===== config.mk =====
export PLATFORM = sky130hd
export DESIGN_NAME = utf16_to_utf8_encoder
export DESIGN_NICKNAME = d
export VERILOG_FILES = /design/src/u2u8_pkg.sv /design/src/u2u8_front.sv /design/src/u2u8_queue.sv /design/src/u2u8_back.sv /design/src/utf16_to_utf8_encoder.sv
export SDC_FILE = /design/constraint.sdc
export NUM_CORES = 1
export LEC_CHECK = 0
export ABC_CLOCK_PERIOD_IN_PS = 5300
export BUFFER_PORTS_ARGS = -buffer_cell sky130_fd_sc_hd__buf_4
export CORE_ASPECT_RATIO = 1.2
export CORE_MARGIN = 2
export CORE_UTILIZATION = 50
export CTS_CLUSTER_SIZE = 24
export DETAILED_ROUTE_END_ITERATION = 8
export PLACE_DENSITY = 0.75
export SLEW_MARGIN = 10
export SYNTH_ARGS = -nofsm -noshare
export SYNTH_HDL_FRONTEND = slang
export SYNTH_SLANG_ARGS = --single-unit

===== constraint.sdc =====
create_clock -name clk -period 5.3 [get_ports clk]
set_clock_uncertainty 0.2 [all_clocks]
set_input_delay 0.795 -clock clk [delete_from_list [all_inputs] [get_ports clk]]
set_output_delay 0.795 -clock clk [all_outputs]
set_load 0.05 [all_outputs]

===== src/u2u8_pkg.sv =====
`timescale 1ns / 1ps
// ----------------------------------------------------------------------------
// u2u8_pkg
// Shared types and constants of the UTF-16 to UTF-8 encoder.
// ----------------------------------------------------------------------------
package u2u8_pkg;

    // register map
    localparam int          ADDR_W         = 3;
    localparam int          DATA_W         = 32;
    localparam logic        REG_BYTE_ORDER = 1'b0;
    localparam logic        REG_DEST_CAP   = 1'b1;
    localparam logic        BYTE_ORDER_RST = 1'b0;
    localparam logic [10:0] DEST_CAP_RST   = 11'd64;

    // default for the top-level parameter
    localparam int MAX_CAPACITY_DEF = 1024;

    // width of a capacity value and of a length that can reach it
    localparam int CAP_W = 11;
    // count plus up to three bytes
    localparam int SUM_W = 12;
    localparam int LEN_W = 10;

    localparam int QUEUE_DEPTH = 2;

    // utf-8 encoding constants
    localparam logic [15:0] LIM_ONE   = 16'h0080;
    localparam logic [15:0] LIM_TWO   = 16'h0800;
    localparam logic [7:0]  LEAD_TWO  = 8'hC0;
    localparam logic [7:0]  LEAD_THR  = 8'hE0;
    localparam logic [7:0]  CONT_BYTE = 8'h80;
    localparam logic [5:0]  CONT_MASK = 6'h3F;

    typedef struct packed {
        logic [7:0] in_byte;
        logic       last_byte;
    } in_item_t;

    typedef struct packed {
        logic [7:0]       out_byte;
        logic             is_terminator;
        logic [LEN_W-1:0] out_length;
    } out_item_t;

    // one unit's worth of work handed from front to back
    typedef struct packed {
        logic [7:0]       byte0;
        logic [7:0]       byte1;
        logic [7:0]       byte2;
        logic [1:0]       nbytes;
        logic             term;
        logic [CAP_W-1:0] base;
    } job_t;

    typedef struct packed {
        logic full;
        logic empty;
    } queue_status_t;

endpackage


===== src/u2u8_front.sv =====
`timescale 1ns / 1ps
// ----------------------------------------------------------------------------
// u2u8_front
// Pairs source bytes into units, sizes the utf-8 encoding, checks capacity
// and queues one job per unit that produces output or ends the string.
// ----------------------------------------------------------------------------
module u2u8_front #(
    parameter int MAX_CAPACITY = u2u8_pkg::MAX_CAPACITY_DEF
) (
    input  logic                           clk,
    input  logic                           rst_n,
    input  logic                           src_valid,
    output logic                           src_stall,
    input  u2u8_pkg::in_item_t             src_data,
    input  logic                           byte_order,
    input  logic [u2u8_pkg::CAP_W-1:0]     dest_capacity,
    input  u2u8_pkg::queue_status_t        q_status,
    output logic                           push,
    output u2u8_pkg::job_t                 job
);

    localparam int CAP_EFF = (MAX_CAPACITY < 2048) ? MAX_CAPACITY : 2048;
    localparam int CNT_W   = $clog2(CAP_EFF);

    logic [7:0]       held_reg, held_next;
    logic             have_half_reg, have_half_next;
    logic             stopped_reg, stopped_next;
    logic [CNT_W-1:0] count_reg, count_next;

    logic                          accept;
    logic [15:0]                   unit;
    logic [1:0]                    nbytes;
    logic [u2u8_pkg::SUM_W-1:0]    sum;
    logic [u2u8_pkg::SUM_W-1:0]    cap;
    logic                          pairing;
    logic                          emit_unit;

    assign src_stall = q_status.full;
    assign accept    = src_valid && !q_status.full;

    always_comb
    begin
        unit = byte_order ? {held_reg, src_data.in_byte} : {src_data.in_byte, held_reg};

        if (unit < u2u8_pkg::LIM_ONE)
        begin
            nbytes = 2'd1;
        end
        else if (unit < u2u8_pkg::LIM_TWO)
        begin
            nbytes = 2'd2;
        end
        else
        begin
            nbytes = 2'd3;
        end

        // capacity above the maximum is clamped
        if (u2u8_pkg::SUM_W'(dest_capacity) > u2u8_pkg::SUM_W'(CAP_EFF))
        begin
            cap = u2u8_pkg::SUM_W'(CAP_EFF);
        end
        else
        begin
            cap = u2u8_pkg::SUM_W'(dest_capacity);
        end

        sum       = u2u8_pkg::SUM_W'(count_reg) + u2u8_pkg::SUM_W'(nbytes);
        pairing   = !stopped_reg && have_half_reg;
        emit_unit = pairing && (unit != 16'd0) && (sum < cap);

        job.term   = src_data.last_byte;
        job.nbytes = emit_unit ? nbytes : 2'd0;
        job.base   = u2u8_pkg::CAP_W'(count_reg);
        case (nbytes)
            2'd1:
            begin
                job.byte0 = unit[7:0];
                job.byte1 = u2u8_pkg::CONT_BYTE | {2'b00, unit[5:0] & u2u8_pkg::CONT_MASK};
            end
            2'd2:
            begin
                job.byte0 = u2u8_pkg::LEAD_TWO | {3'b000, unit[10:6]};
                job.byte1 = u2u8_pkg::CONT_BYTE | {2'b00, unit[5:0] & u2u8_pkg::CONT_MASK};
            end
            default:
            begin
                job.byte0 = u2u8_pkg::LEAD_THR | {4'b0000, unit[15:12]};
                job.byte1 = u2u8_pkg::CONT_BYTE | {2'b00, unit[11:6] & u2u8_pkg::CONT_MASK};
            end
        endcase
        job.byte2 = u2u8_pkg::CONT_BYTE | {2'b00, unit[5:0] & u2u8_pkg::CONT_MASK};

        push = accept && (emit_unit || src_data.last_byte);

        held_next      = held_reg;
        have_half_next = have_half_reg;
        stopped_next   = stopped_reg;
        count_next     = count_reg;
        if (accept)
        begin
            if (!stopped_reg)
            begin
                if (have_half_reg)
                begin
                    have_half_next = 1'b0;
                    held_next      = 8'd0;
                    if (emit_unit)
                    begin
                        count_next = CNT_W'(sum);
                    end
                    else
                    begin
                        stopped_next = 1'b1;
                    end
                end
                else
                begin
                    held_next      = src_data.in_byte;
                    have_half_next = 1'b1;
                end
            end
            if (src_data.last_byte)
            begin
                held_next      = 8'd0;
                have_half_next = 1'b0;
                stopped_next   = 1'b0;
                count_next     = '0;
            end
        end
    end

    always_ff @(posedge clk or negedge rst_n)
    begin
        if (!rst_n)
        begin
            held_reg      <= 8'd0;
            have_half_reg <= 1'b0;
            stopped_reg   <= 1'b0;
            count_reg     <= '0;
        end
        else
        begin
            held_reg      <= held_next;
            have_half_reg <= have_half_next;
            stopped_reg   <= stopped_next;
            count_reg     <= count_next;
        end
    end

endmodule


===== src/u2u8_queue.sv =====
`timescale 1ns / 1ps
// ----------------------------------------------------------------------------
// u2u8_queue
// Short job queue between the front and the back.
// ----------------------------------------------------------------------------
module u2u8_queue (
    input  logic                    clk,
    input  logic                    rst_n,
    input  logic                    push,
    input  u2u8_pkg::job_t          push_job,
    input  logic                    pop,
    output u2u8_pkg::job_t          head_job,
    output u2u8_pkg::queue_status_t status
);

    localparam int DEPTH = u2u8_pkg::QUEUE_DEPTH;
    localparam int PTR_W = (DEPTH > 1) ? $clog2(DEPTH) : 1;
    localparam int CNT_W = $clog2(DEPTH + 1);

    u2u8_pkg::job_t   entry_reg [DEPTH];
    logic [PTR_W-1:0] wr_ptr_reg, wr_ptr_next;
    logic [PTR_W-1:0] rd_ptr_reg, rd_ptr_next;
    logic [CNT_W-1:0] fill_reg, fill_next;
    logic             do_push, do_pop;

    assign status.full  = (fill_reg == CNT_W'(DEPTH));
    assign status.empty = (fill_reg == '0);
    assign head_job     = entry_reg[rd_ptr_reg];
    assign do_push      = push && !status.full;
    assign do_pop       = pop && !status.empty;

    always_comb
    begin
        wr_ptr_next = wr_ptr_reg;
        rd_ptr_next = rd_ptr_reg;
        fill_next   = fill_reg;
        if (do_push)
        begin
            wr_ptr_next = (wr_ptr_reg == PTR_W'(DEPTH - 1)) ? '0 : wr_ptr_reg + 1'b1;
        end
        if (do_pop)
        begin
            rd_ptr_next = (rd_ptr_reg == PTR_W'(DEPTH - 1)) ? '0 : rd_ptr_reg + 1'b1;
        end
        if (do_push && !do_pop)
        begin
            fill_next = fill_reg + 1'b1;
        end
        else if (do_pop && !do_push)
        begin
            fill_next = fill_reg - 1'b1;
        end
    end

    always_ff @(posedge clk or negedge rst_n)
    begin
        if (!rst_n)
        begin
            wr_ptr_reg <= '0;
            rd_ptr_reg <= '0;
            fill_reg   <= '0;
        end
        else
        begin
            wr_ptr_reg <= wr_ptr_next;
            rd_ptr_reg <= rd_ptr_next;
            fill_reg   <= fill_next;
        end
    end

    always_ff @(posedge clk)
    begin
        if (do_push)
        begin
            entry_reg[wr_ptr_reg] <= push_job;
        end
    end

endmodule


===== src/u2u8_back.sv =====
`timescale 1ns / 1ps
// ----------------------------------------------------------------------------
// u2u8_back
// Serializes queued jobs into output beats: the unit's bytes, then the
// terminator when the job ends the string.
// ----------------------------------------------------------------------------
module u2u8_back (
    input  logic                    clk,
    input  logic                    rst_n,
    input  u2u8_pkg::job_t          head_job,
    input  u2u8_pkg::queue_status_t q_status,
    output logic                    pop,
    output logic                    dst_valid,
    input  logic                    dst_stall,
    output u2u8_pkg::out_item_t     dst_data
);

    logic [1:0]                 idx_reg, idx_next;
    logic                       valid_reg, valid_next;
    u2u8_pkg::out_item_t        data_reg, data_next;

    logic                       load;
    logic                       is_byte;
    logic                       last_beat;
    logic [u2u8_pkg::CAP_W-1:0] len;
    logic [7:0]                 sel_byte;

    assign dst_valid = valid_reg;
    assign dst_data  = data_reg;

    always_comb
    begin
        is_byte = (idx_reg < head_job.nbytes);
        // byte beats carry the count including themselves
        len = head_job.base + u2u8_pkg::CAP_W'(idx_reg) + u2u8_pkg::CAP_W'(is_byte);

        case (idx_reg)
            2'd0:    sel_byte = head_job.byte0;
            2'd1:    sel_byte = head_job.byte1;
            default: sel_byte = head_job.byte2;
        endcase

        if (is_byte)
        begin
            last_beat = (idx_reg == head_job.nbytes - 2'd1) && !head_job.term;
        end
        else
        begin
            last_beat = 1'b1;
        end

        load = !q_status.empty && (!valid_reg || !dst_stall);
        pop  = load && last_beat;

        valid_next = valid_reg;
        data_next  = data_reg;
        idx_next   = idx_reg;
        if (load)
        begin
            valid_next              = 1'b1;
            data_next.out_byte      = is_byte ? sel_byte : 8'd0;
            data_next.is_terminator = !is_byte;
            data_next.out_length    = len[u2u8_pkg::LEN_W-1:0];
            idx_next                = last_beat ? 2'd0 : idx_reg + 2'd1;
        end
        else if (!dst_stall)
        begin
            valid_next = 1'b0;
        end
    end

    always_ff @(posedge clk or negedge rst_n)
    begin
        if (!rst_n)
        begin
            idx_reg   <= 2'd0;
            valid_reg <= 1'b0;
        end
        else
        begin
            idx_reg   <= idx_next;
            valid_reg <= valid_next;
        end
    end

    always_ff @(posedge clk)
    begin
        data_reg <= data_next;
    end

endmodule


===== src/utf16_to_utf8_encoder.sv =====
`timescale 1ns / 1ps
// ----------------------------------------------------------------------------
// utf16_to_utf8_encoder
// UTF-16 byte stream to UTF-8 byte stream converter with length tracking.
// ----------------------------------------------------------------------------
// A source byte is accepted whenever the two-entry job queue has room;
// pairing, encoding size and the capacity check are done at the accept
// edge; a full queue stalls the source. Results leave the output register
// at one beat per cycle while the sink does not stall: a unit yields one
// to three beats and the final byte adds a terminator beat, so the sustained
// rate is set by the output serializer, at worst three beats per byte pair
// plus one beat per string. Each job is written into the queue and then
// loaded into the output register. Registers are at byte address 0 (byte
// order) and 4 (destination capacity) and should be written only while idle.
// ----------------------------------------------------------------------------
module utf16_to_utf8_encoder #(
    parameter int MAX_CAPACITY = u2u8_pkg::MAX_CAPACITY_DEF
) (
    input  logic                          clk,
    input  logic                          rst_n,
    input  logic                          src_valid,
    output logic                          src_stall,
    input  u2u8_pkg::in_item_t            src_data,
    output logic                          dst_valid,
    input  logic                          dst_stall,
    output u2u8_pkg::out_item_t           dst_data,
    input  logic                          psel,
    input  logic                          penable,
    input  logic                          pwrite,
    input  logic [u2u8_pkg::ADDR_W-1:0]   paddr,
    input  logic [u2u8_pkg::DATA_W-1:0]   pwdata,
    output logic [u2u8_pkg::DATA_W-1:0]   prdata,
    output logic                          pready
);

    logic                         byte_order_reg, byte_order_next;
    logic [u2u8_pkg::CAP_W-1:0]   dest_cap_reg, dest_cap_next;
    logic                         wr_en;
    logic                         reg_sel;

    logic                         push;
    logic                         pop;
    u2u8_pkg::job_t               push_job;
    u2u8_pkg::job_t               head_job;
    u2u8_pkg::queue_status_t      q_status;

    assign pready  = 1'b1;
    assign wr_en   = psel && penable && pwrite && pready;
    assign reg_sel = paddr[2];

    always_comb
    begin
        byte_order_next = byte_order_reg;
        dest_cap_next   = dest_cap_reg;
        if (wr_en)
        begin
            case (reg_sel)
                u2u8_pkg::REG_BYTE_ORDER: byte_order_next = pwdata[0];
                u2u8_pkg::REG_DEST_CAP:   dest_cap_next   = pwdata[u2u8_pkg::CAP_W-1:0];
                default:                  byte_order_next = byte_order_reg;
            endcase
        end

        case (reg_sel)
            u2u8_pkg::REG_BYTE_ORDER: prdata = u2u8_pkg::DATA_W'(byte_order_reg);
            u2u8_pkg::REG_DEST_CAP:   prdata = u2u8_pkg::DATA_W'(dest_cap_reg);
            default:                  prdata = '0;
        endcase
    end

    always_ff @(posedge clk or negedge rst_n)
    begin
        if (!rst_n)
        begin
            byte_order_reg <= u2u8_pkg::BYTE_ORDER_RST;
            dest_cap_reg   <= u2u8_pkg::DEST_CAP_RST;
        end
        else
        begin
            byte_order_reg <= byte_order_next;
            dest_cap_reg   <= dest_cap_next;
        end
    end

    u2u8_front #(
        .MAX_CAPACITY (MAX_CAPACITY)
    ) u_front (
        .clk           (clk),
        .rst_n         (rst_n),
        .src_valid     (src_valid),
        .src_stall     (src_stall),
        .src_data      (src_data),
        .byte_order    (byte_order_reg),
        .dest_capacity (dest_cap_reg),
        .q_status      (q_status),
        .push          (push),
        .job           (push_job)
    );

    u2u8_queue u_queue (
        .clk      (clk),
        .rst_n    (rst_n),
        .push     (push),
        .push_job (push_job),
        .pop      (pop),
        .head_job (head_job),
        .status   (q_status)
    );

    u2u8_back u_back (
        .clk       (clk),
        .rst_n     (rst_n),
        .head_job  (head_job),
        .q_status  (q_status),
        .pop       (pop),
        .dst_valid (dst_valid),
        .dst_stall (dst_stall),
        .dst_data  (dst_data)
    );

endmodule


==> results of run 1 <==
## through the flow
step / hold slack (ps) / instances / setup WS [ps] / area (sq um)
final: 157 / 759 / 441 / 7560
after global routing: 195 / 759 / 103 / 7560
after CTS: 161 / 759 / 254 / 7560
after detailed placement: 300 / 727 / 81.9 / 6880
after global placement: 278 / 727 / 189 / 6880
after floorplan: 265 / 527 / 209 / 6300
## power breakdown
group	leakage (nW)	internal [mW]	switching, mW
sequential	1.28	1.43	0.191
clock	0.326	0.922	0.399
combinational	1.42	0.672	1.14
total	3.03	3.03	1.73
## logic make-up (layout without fill, tap and decap cells)
family	count (synthesis)	after routing	share of synthesized area, %
XOR/XNOR	24	24	3.38
flip-flops	124	124	56.8
other	2	22	0.121
adder cells (fa/ha/maj)	21	21	4.59
buffers and inverters	57	128	5.34
multiplexers	46	46	8.00
AND/OR/NAND/NOR	130	130	10.5
AO/OA/AOI/OAI	103	103	11.2
## Yosys cell counts (4+ instances only)
library cell	instances	area [sq um]
a21oi_1	34	170
a221oi_1	4	35.0
a22oi_1	4	30.0
and2_1	13	81.3
buf_1	4	15.0
buf_2	4	20.0
buf_4	23	173
clkbuf_1	7	26.3
dfrtp_1	38	951
edfxtp_1	85	2550
ha_1	18	225
inv_1	14	52.6
mux2_2	29	327
mux2i_1	17	170
nand2_1	51	191
nand3_1	5	25.0
nor2_1	24	90.1
nor2b_1	8	50.1
nor3b_1	4	30.0
o21ai_0	22	110
o311ai_0	7	61.3
o41ai_1	5	43.8
xnor2_1	15	131
xor2_1	9	78.8
## layout make-up
| class | instances | area share [%] |
|---|---|---|
| multi-input combinational | 346 | 32.3 |
| clock inverter | 14 | 3.27 |
| timing repair buffer | 80 | 8.60 |
| inverter | 16 | 0.794 |
| clock buffer | 18 | 5.67 |
| sequential | 124 | 46.7 |
| tap | 161 | 2.66 |
## path summary, 6_finish.rpt
check / from / slack, ps / depth (start not counted) / to
hold reg to reg: u_front.held_reg[2] / 310 / 2 / u_front.held_reg[2]
max in group asynchronous: rst_n / 4370 / 1 / byte_order_reg
hold / removal: rst_n / 160 / 1 / dest_cap_reg[7]
setup / recovery: byte_order_reg / 440 / 19 / u_queue.fill_reg[1]
min in group clk: u_front.held_reg[2] / 310 / 2 / u_front.held_reg[2]
setup reg to reg: byte_order_reg / 440 / 19 / u_queue.fill_reg[1]
## critical path, delay by kind of cell (launching register included)
family	cells	cell delay, ps
and+or+nand+nor	6	1400
adders and majority gates	4	1170
DFF	1	570
AOI/OAI and AO/OA	4	500
muxes	1	410
xor gates and xnor gates	2	310
buffers and inverters	2	210
## per-layer routing
metal | part of all wire, % | vias to the layer above | global-route usage, %
met3 | 4.3 | 14 | 4.81
li1 | - | 1987 | -
met2 | 51 | 141 | 32.6
met5 | 0 | - | 0
met1 | 43 | 2036 | 23.7
met4 | 1.2 | 0 | 6.04
## repair_timing
item / 4_1_cts / 5_1_grt
endpoints found under the setup margin: 0 / 54
resized for setup: 0 / 2
hold buffers: 0 / 0
==> results.py, run 1 <==
metrics = {
    "worst_hold_path": {
        "holdCritPathClass": "input port to asynchronous set/reset pin",
    },
    "synthesis": {
        "synth_edf_count": 85,
        "ys.flop_type": "edfxtp_1",
        "ys_seq_area_share_pct": 56.8,
        "ys_types": 60,
        "ys_ff_latch": 124,
        "syn_inst": 507,
        "syn_area_sq_um": 6210,
        "async_flop_share_pct": 31.5,
        "avgSynthCellArea_sq_um": 12.3,
        "synth_warnings": 0,
    },
    "drt": {
        "postRouteAntennaNets": 0,
        "vias": 4178,
        "via_per_inst": 5.50,
        "drt-initial-drc-count": 215,
        "drc": 0,
        "post_drt_wl_per_cell_um": 15.8,
        "totalWireLength_um": 12000,
        "first_pass_iters": 5,
    },
    "critical_path": {
        "cpPeakStageDelay_ps": 570,
        "worstPathArrival_ps": 4990,
        "slowest_stage": "dfrtp_2",
        "crit_top_cell": "ha_1",
        "cp.required_ps": 5430,
        "critical_path.cell_chain": "mux2i_1, o21ai_0, nand2_1, ha_1, inv_1, fa_1, nand3b_1, or3_1, xnor2_1, ha_1, nand3_1, nor4_1, a21oi_1, buf_4, o211ai_4, a21oi_2, ha_1, nor2_1, xor2_1",
        "cp_max_fo": 16,
        "criticalPathCategory": "register to register",
        "worstSetupEndpointType": "register",
        "setup.worst_path.start_class": "register",
    },
    "global_route": {
        "track_usage_pct": 19.0,
        "grt_overflow": 0,
        "antenna_found_initial": 0,
        "grt_first_pass_wirelength_um": 20200,
        "grt_max_degree": 40,
        "grt_pass1_vias": 4145,
    },
    "final_layout": {
        "multi_input_area_sq_um": 2440,
        "mostFrequentLayoutCell": "edfxtp_1",
        "ff_latch_area_sq_um": 3530,
        "fin_nets": 657,
        "utilization_pct": 62.5,
        "final_cell_mix": "85 x edfxtp_1, 76 x buf_4, 51 x nand2_1, 37 x dfrtp_1, 33 x a21oi_1",
        "syn_to_final_growth_pct": 21.8,
        "drive_above_1_share_pct": 25.4,
        "largest_register_ffs": 66,
        "antennaDiodeCount": 0,
        "nFillCells": 924,
    },
    "floorplan": {
        "rows": 44,
        "ioPinCount": 105,
        "dieWidth_um": 106,
        "start_util_pct": 51.3,
        "coreArea_sq_um": 12100,
        "die_h_um": 126,
        "die_area_sq_um": 13300,
    },
    "power_and_ir_drop": {
        "cellPowerDensity_nw_per_um2": 629,
        "total_leakage_power_nw": 3.03,
        "power_mw": 4.75,
        "vdd_drop_max_mv": 0.326,
    },
    "sta": {
        "rsz0062_at_grt": "no",
        "maxSlewHeadroom_pct": 36.4,
        "hold_viol": 0,
        "finalSetupViolCount": 0,
        "worst_pin_slew_ps": 954,
        "fmax_mhz": 206,
        "min_period_ps": 4860,
        "fin_crit_sh_pct": 91.7,
        "slew_viol_final": 0,
        "setup_tns_ps": 0,
    },
    "clocking": {
        "cts_buffer_depth": 2,
        "cts_max_level": 4,
        "clkLatencyLatePin_ps": 410,
        "cts_tree": "built",
        "cts_root_buffer": "clkbuf_16",
        "cts_buffers": 17,
        "cts.sinks": 124,
        "postCtsSetupRepairBufs": 0,
        "clkTransAtPathRegs_ps": 60,
    },
    "outcome": {
        "run_status": "finished clean",
    },
    "placement": {
        "dp_hpwl_um": 8450,
        "io_buffers": 59,
        "gp_congestion": 0.902,
    },
    "flow_run": {
        "maxCapViolations": 0,
    },
}
Power figures use the tool's default switching activity.
==> run 2, diff against run 1 <==
ABC_CLOCK_PERIOD_IN_PS = 4600   (was 5300)
PLACE_DENSITY = 0.72   (was 0.75)
clock period = 4.6 ns   (was 5.3 ns; I/O delays follow)
==> run 2 against run 1 <==
Effect of this change:
- global-route usage grew 0.087 points
- core utilization grew 1.4 points
- critical path depth is 2 lower
- first-iteration DRC count fell by 9.3%
- largest power group unchanged
- clock power hardly changed
- flip-flop and latch count unchanged
- hold slack lost 90 ps
- final cell count increased by 2.5%
==> results.py, run 2 (same netlist as run 1, synthesis figures left out) <==
metrics = {
    "clocking": {
        "clkTransAtPathRegs_ps": 50,
        "cts_root_buffer": "clkbuf_16",
        "cts_buffers": 17,
        "clkLatencyLatePin_ps": 400,
        "cts_buffer_depth": 2,
        "cts_max_level": 4,
        "cts_tree": "built",
        "cts.sinks": 124,
    },
    "sta": {
        "fin_crit_sh_pct": 96.8,
        "finalSetupViolCount": 0,
        "worst_pin_slew_ps": 663,
        "rsz0062_at_grt": "yes",
        "hold_viol": 0,
        "fmax_mhz": 224,
        "min_period_ps": 4450,
        "holdWs_ps": 66.7,
        "maxSlewHeadroom_pct": 55.8,
        "slew_viol_final": 0,
    },
    "floorplan": {
        "die_h_um": 126,
        "dieWidth_um": 106,
        "die_area_sq_um": 13300,
        "start_util_pct": 51.3,
        "coreArea_sq_um": 12100,
        "rows": 44,
        "ioPinCount": 105,
    },
    "drt": {
        "post_drt_wl_per_cell_um": 16.0,
        "met1_length_um": 5200,
        "drt-initial-drc-count": 195,
        "met2_length_um": 6400,
        "totalWireLength_um": 12400,
        "postRouteAntennaNets": 0,
        "via_per_inst": 5.38,
        "wl_met3_um": 609,
        "dr.max_layer_used": "met4",
        "vias": 4185,
        "first_pass_iters": 4,
        "drc": 0,
    },
    "critical_path": {
        "cp.required_ps": 4510,
        "cpPeakStageDelay_ps": 570,
        "rr_startpoint": "byte_order_reg",
        "crit_top_cell": "a21oi_2",
        "ff2ff_path_depth": 17,
        "worstPathArrival_ps": 4370,
        "worstSetupEndpointType": "register",
        "criticalPathCategory": "register to register",
        "slowest_stage": "or4_4",
        "cp-startpoint": "byte_order_reg",
        "setup.worst_path.start_class": "register",
        "cp_max_fo": 7,
        "critical_path.cell_chain": "or4_4, o22ai_4, and2_4, nand2_4, ha_4, a21o_1, nand4_1, nor2_1, xor2_1, ha_1, a21oi_2, o211ai_1, a21oi_2, o211ai_4, a21oi_4, nor2b_4, clkbuf_16",
    },
    "placement": {
        "postPlaceCellArea_sq_um": 6970,
        "dp_hpwl_um": 8310,
        "placed_cells": 737,
        "io_buffers": 59,
        "gp_congestion": 0.854,
    },
    "final_layout": {
        "ff_latch_area_sq_um": 3530,
        "drive_above_1_share_pct": 29.7,
        "final_cell_mix": "92 x buf_4, 85 x edfxtp_1, 49 x nand2_1, 36 x dfrtp_1, 30 x a21oi_1",
        "mostFrequentLayoutCell": "buf_4",
        "multi_input_area_sq_um": 2540,
        "largest_register_ffs": 66,
        "syn_to_final_growth_pct": 24.5,
        "antennaDiodeCount": 0,
        "fin_nets": 676,
        "design_area_sq_um": 7740,
        "final_cells": 778,
        "utilization_pct": 63.9,
        "nFillCells": 930,
    },
    "global_route": {
        "grt_max_degree": 46,
        "grt_first_pass_wirelength_um": 20100,
        "track_usage_pct": 19.1,
        "grt_overflow": 0,
        "antenna_found_initial": 0,
        "grt_pass1_vias": 4232,
    },
    "worst_hold_path": {
        "holdCritPathClass": "input port to asynchronous set/reset pin",
    },
    "power_and_ir_drop": {
        "power_mw": 5.39,
        "cellPowerDensity_nw_per_um2": 697,
        "total_leakage_power_nw": 3.12,
        "vdd_drop_max_mv": 0.337,
    },
    "flow_run": {
        "maxCapViolations": 0,
    },
    "outcome": {
        "run_status": "finished clean",
    },
}
[run 2: worst paths after layout]
check,endpoint,slack (ps)
setup / recovery,u_queue.entry_reg[0][12],150
hold / removal,dest_cap_reg[7],70
setup reg to reg,u_queue.entry_reg[0][12],150
hold reg to reg,u_front.held_reg[2],300
max in group asynchronous,byte_order_reg,3760
min in group clk,u_front.held_reg[2],300
[run 2: layout make-up]
type | count | area share [%]
multi-input combinational | 346 | 32.9
clock buffer | 22 | 5.74
inverter | 16 | 0.776
clock inverter | 10 | 1.89
timing repair buffer | 99 | 10.4
tap | 161 | 2.60
sequential | 124 | 45.7
[run 2: routing by layer]
metal	GRT usage, %	vias up
li1	-	2029
met1	23.5	1999
met2	32.2	136
met3	4.87	21
met4	7.74	0
met5	0	-
[run 2: worst max-delay path, delay by kind of cell, from the launching register on]
family / cells / cell delay, ps
simple gates: 6 / 1540
compound gates: 7 / 1000
fa+ha+maj: 2 / 550
flops: 1 / 480
xor+xnor: 1 / 210
buf+inv: 1 / 210
[run 2: repair_timing]
item / in CTS / in global routing
endpoints found under the setup margin: 32 / 74
gates cloned: 0 / 3
hold buffers: 0 / 0
buffers inserted: 0 / 6
gates resized for setup: 1 / 16
pin swaps: 0 / 4
[run 2: stage by stage]
step | setup WS (ps) | setup TNS [ps]
2_1_floorplan | -145 | -7050
3_3_place_gp | -92.0 | -5130
3_5_place_dp | -143 | -8580
4_1_cts | 72.7 | 0
5_1_grt | -28.7 | -432
6_report | 146 | 0
[run 2: where the power goes]
| group | internal, mW | switching (mW) | leakage [nW] |
|---|---|---|---|
| clock | 0.897 | 0.432 | 0.288 |
| sequential | 1.65 | 0.187 | 1.28 |
| combinational | 0.840 | 1.38 | 1.55 |
| total | 3.39 | 2.00 | 3.12 |
==> run 3, diff against run 2 <==
ABC_CLOCK_PERIOD_IN_PS = 4300   (was 4600)
CTS_BUF_LIST = sky130_fd_sc_hd__clkbuf_2   (was default)
clock period = 4.3 ns   (was 4.6 ns; I/O delays follow)
==> run 3 against run 2 <==
Effect of this change:
- the run now ends with negative setup slack left
- critical path depth rose by 3
- setup slack got worse by 330 ps
- clock power fell by 50%
- sequential share of layout area down 0.52 points
- non-clock buffer count rose by 50
- sequential power is 7% higher
- first-iteration DRC count is 1.5% lower
- critical path type unchanged
==> results.py, run 3 (same netlist as run 1, synthesis figures left out) <==
metrics = {
    "outcome": {
        "violations": "negative setup slack",
        "run_status": "finished with violations",
    },
    "floorplan": {
        "start_util_pct": 51.3,
        "coreArea_sq_um": 12100,
        "die_h_um": 126,
        "dieWidth_um": 106,
        "ioPinCount": 105,
        "die_area_sq_um": 13300,
        "rows": 44,
    },
    "clocking": {
        "clkLatencyLatePin_ps": 690,
        "cts_max_level": 4,
        "cts_root_buffer": "clkbuf_2",
        "cts_buffer_depth": 2,
        "clkTransAtPathRegs_ps": 180,
        "cts_buffers": 17,
        "cts_tree": "built",
        "cts.sinks": 124,
    },
    "final_layout": {
        "final_cell_mix": "130 x buf_4, 85 x edfxtp_1, 49 x nand2_1, 37 x dfrtp_1",
        "mostFrequentLayoutCell": "buf_4",
        "multi_input_area_sq_um": 2620,
        "fin_nets": 726,
        "syn_to_final_growth_pct": 25.9,
        "design_area_sq_um": 7820,
        "ff_latch_area_sq_um": 3530,
        "antennaDiodeCount": 0,
        "largest_register_ffs": 66,
        "nFillCells": 920,
        "drive_above_1_share_pct": 34.6,
    },
    "placement": {
        "io_buffers": 59,
        "postPlaceCellArea_sq_um": 7100,
        "gp_congestion": 0.878,
        "dp_hpwl_um": 8690,
    },
    "drt": {
        "postRouteAntennaNets": 0,
        "first_pass_iters": 5,
        "via_per_inst": 5.42,
        "vias": 4490,
        "drc": 0,
        "drt-initial-drc-count": 192,
        "post_drt_wl_per_cell_um": 15.7,
        "totalWireLength_um": 13000,
    },
    "critical_path": {
        "criticalPathCategory": "register to register",
        "cpPeakStageDelay_ps": 490,
        "worst-path-stages": 20,
        "crit_buf_inv": 5,
        "r2r_setup_slack_ps": -190,
        "setup.worst_path.start_class": "register",
        "slowest_stage": "dfrtp_2",
        "worstReg2RegEnd": "u_queue.entry_reg[0][21]",
        "cp.required_ps": 4490,
        "crit_top_cell": "buf_4",
        "rr_startpoint": "byte_order_reg",
        "worstSetupEndpointType": "register",
        "critical_path.cell_chain": "buf_4, mux2i_2, and2_4, buf_4, nand2_1, ha_1, inv_1, fa_2, nand3b_1, or3_4, xnor2_2, ha_1, nand3_2, nor4_4, a21oi_2, o211ai_4, a21oi_4, nor2b_4, buf_4, buf_12",
        "ff2ff_path_depth": 20,
        "cp_max_fo": 15,
        "worstPathArrival_ps": 4680,
        "cp_top_family": "simple AND/OR/NAND/NOR gates",
    },
    "power_and_ir_drop": {
        "vdd_drop_max_mv": 0.326,
        "total_leakage_power_nw": 3.22,
        "cellPowerDensity_nw_per_um2": 650,
    },
    "sta": {
        "worst_pin_slew_ps": 671,
        "rsz0062_at_grt": "yes",
        "holdWs_ps": 118,
        "maxSlewHeadroom_pct": 55.2,
        "setup_tns_ps": -9550,
        "min_period_ps": 4490,
        "fin_crit_sh_pct": 104,
        "slew_viol_final": 0,
        "hold_viol": 0,
        "fin_ws_ps": -187,
        "fmax_mhz": 223,
        "finalSetupViolCount": 71,
    },
    "global_route": {
        "grt_overflow": 0,
        "antenna_found_initial": 0,
        "track_usage_pct": 20.4,
        "grt_pass1_vias": 4468,
        "grt_max_degree": 42,
        "grt_first_pass_wirelength_um": 21200,
    },
    "flow_run": {
        "maxCapViolations": 0,
    },
    "worst_hold_path": {
        "hold_end": "u_front.count_reg[0]",
        "holdCritStartpoint": "src_valid",
        "holdCritPathClass": "input port to register",
        "holdPathStages": 4,
    },
}
## run 3: changes by cell type in the layout (fill, tap and decap cells not counted), sizes merged
| cell | previous run | this run |
|---|---|---|
| buf | 97 | 134 |
| bufinv | 4 | 2 |
| clkbuf | 24 | 18 |
| clkdlybuf4s18 | 0 | 1 |
| clkinv | 8 | 9 |
| clkinvlp | 0 | 5 |
| dlygate4sd3 | 0 | 14 |
## run 3: worst max path at each step
stage	startpoint	end
after detailed placement	src_data[1]	u_queue.entry_reg[0][7]
after global placement	src_data[1]	u_queue.entry_reg[0][8]
after floorplan	src_data[5]	u_queue.entry_reg[0][0]
after CTS	byte_order_reg	u_queue.entry_reg[0][11]
after global routing	u_front.held_reg[7]	u_queue.entry_reg[0][30]
final	byte_order_reg	u_queue.entry_reg[0][21]
## run 3: worst reg2reg max path, stage by stage (launching register included)
cell and delay [ps]:
dfrtp_2 490, buf_4 160, mux2i_2 170, and2_4 170, buf_4 140, nand2_1 60
ha_1 150, inv_1 50, fa_2 340, nand3b_1 230, or3_4 400, xnor2_2 150
ha_1 300, nand3_2 120, nor4_4 60, a21oi_2 210, o211ai_4 120, a21oi_4 200
nor2b_4 190, buf_4 130, buf_12 140
## run 3: cell type report
cell class	count	share of cell area, %
clock buffer	18	1.15
inverter	16	0.768
clock inverter	14	1.65
timing repair buffer	149	15.2
tap	161	2.58
multi-input combinational	346	33.5
sequential	124	45.1
## run 3: routing by layer
| layer | vias up | share of wire [%] | track usage [%] |
|---|---|---|---|
| li1 | 2132 | - | - |
| met4 | 0 | 2.1 | 8.13 |
| met2 | 161 | 52 | 37.0 |
| met3 | 30 | 5.1 | 4.61 |
| met5 | - | 0 | 0 |
| met1 | 2167 | 40 | 23.1 |
## run 3: per-stage QoR
| step | worst slack (ps) | instances | total power [mW] | utilization [%] |
|---|---|---|---|---|
| 6_report | -187 | 828 | 5.08 | 64.6 |
| 2_1_floorplan | -400 | 527 | 3.64 | - |
| 5_1_grt | -348 | 828 | 5.42 | 64.6 |
| 3_3_place_gp | -350 | 749 | 4.23 | 58.6 |
| 3_5_place_dp | -414 | 749 | 4.33 | 58.6 |
| 4_1_cts | -49.9 | 821 | 5.07 | 63.8 |
## run 3: power breakdown
part	switching [mW]	internal [mW]	total (mW)
clock	0.415	0.256	0.671
combinational	1.51	0.947	2.46
sequential	0.199	1.76	1.96
## run 3: what timing repair did
action / 4_1_cts / 5_1_grt
cloned: 1 / 0
buffers inserted: 25 / 9
endpoints found under the setup margin: 77 / 80
resized for setup: 12 / 20
hold buffers: 14 / 0
pin swaps: 9 / 5
endpoints found under the hold margin: 52 / 0
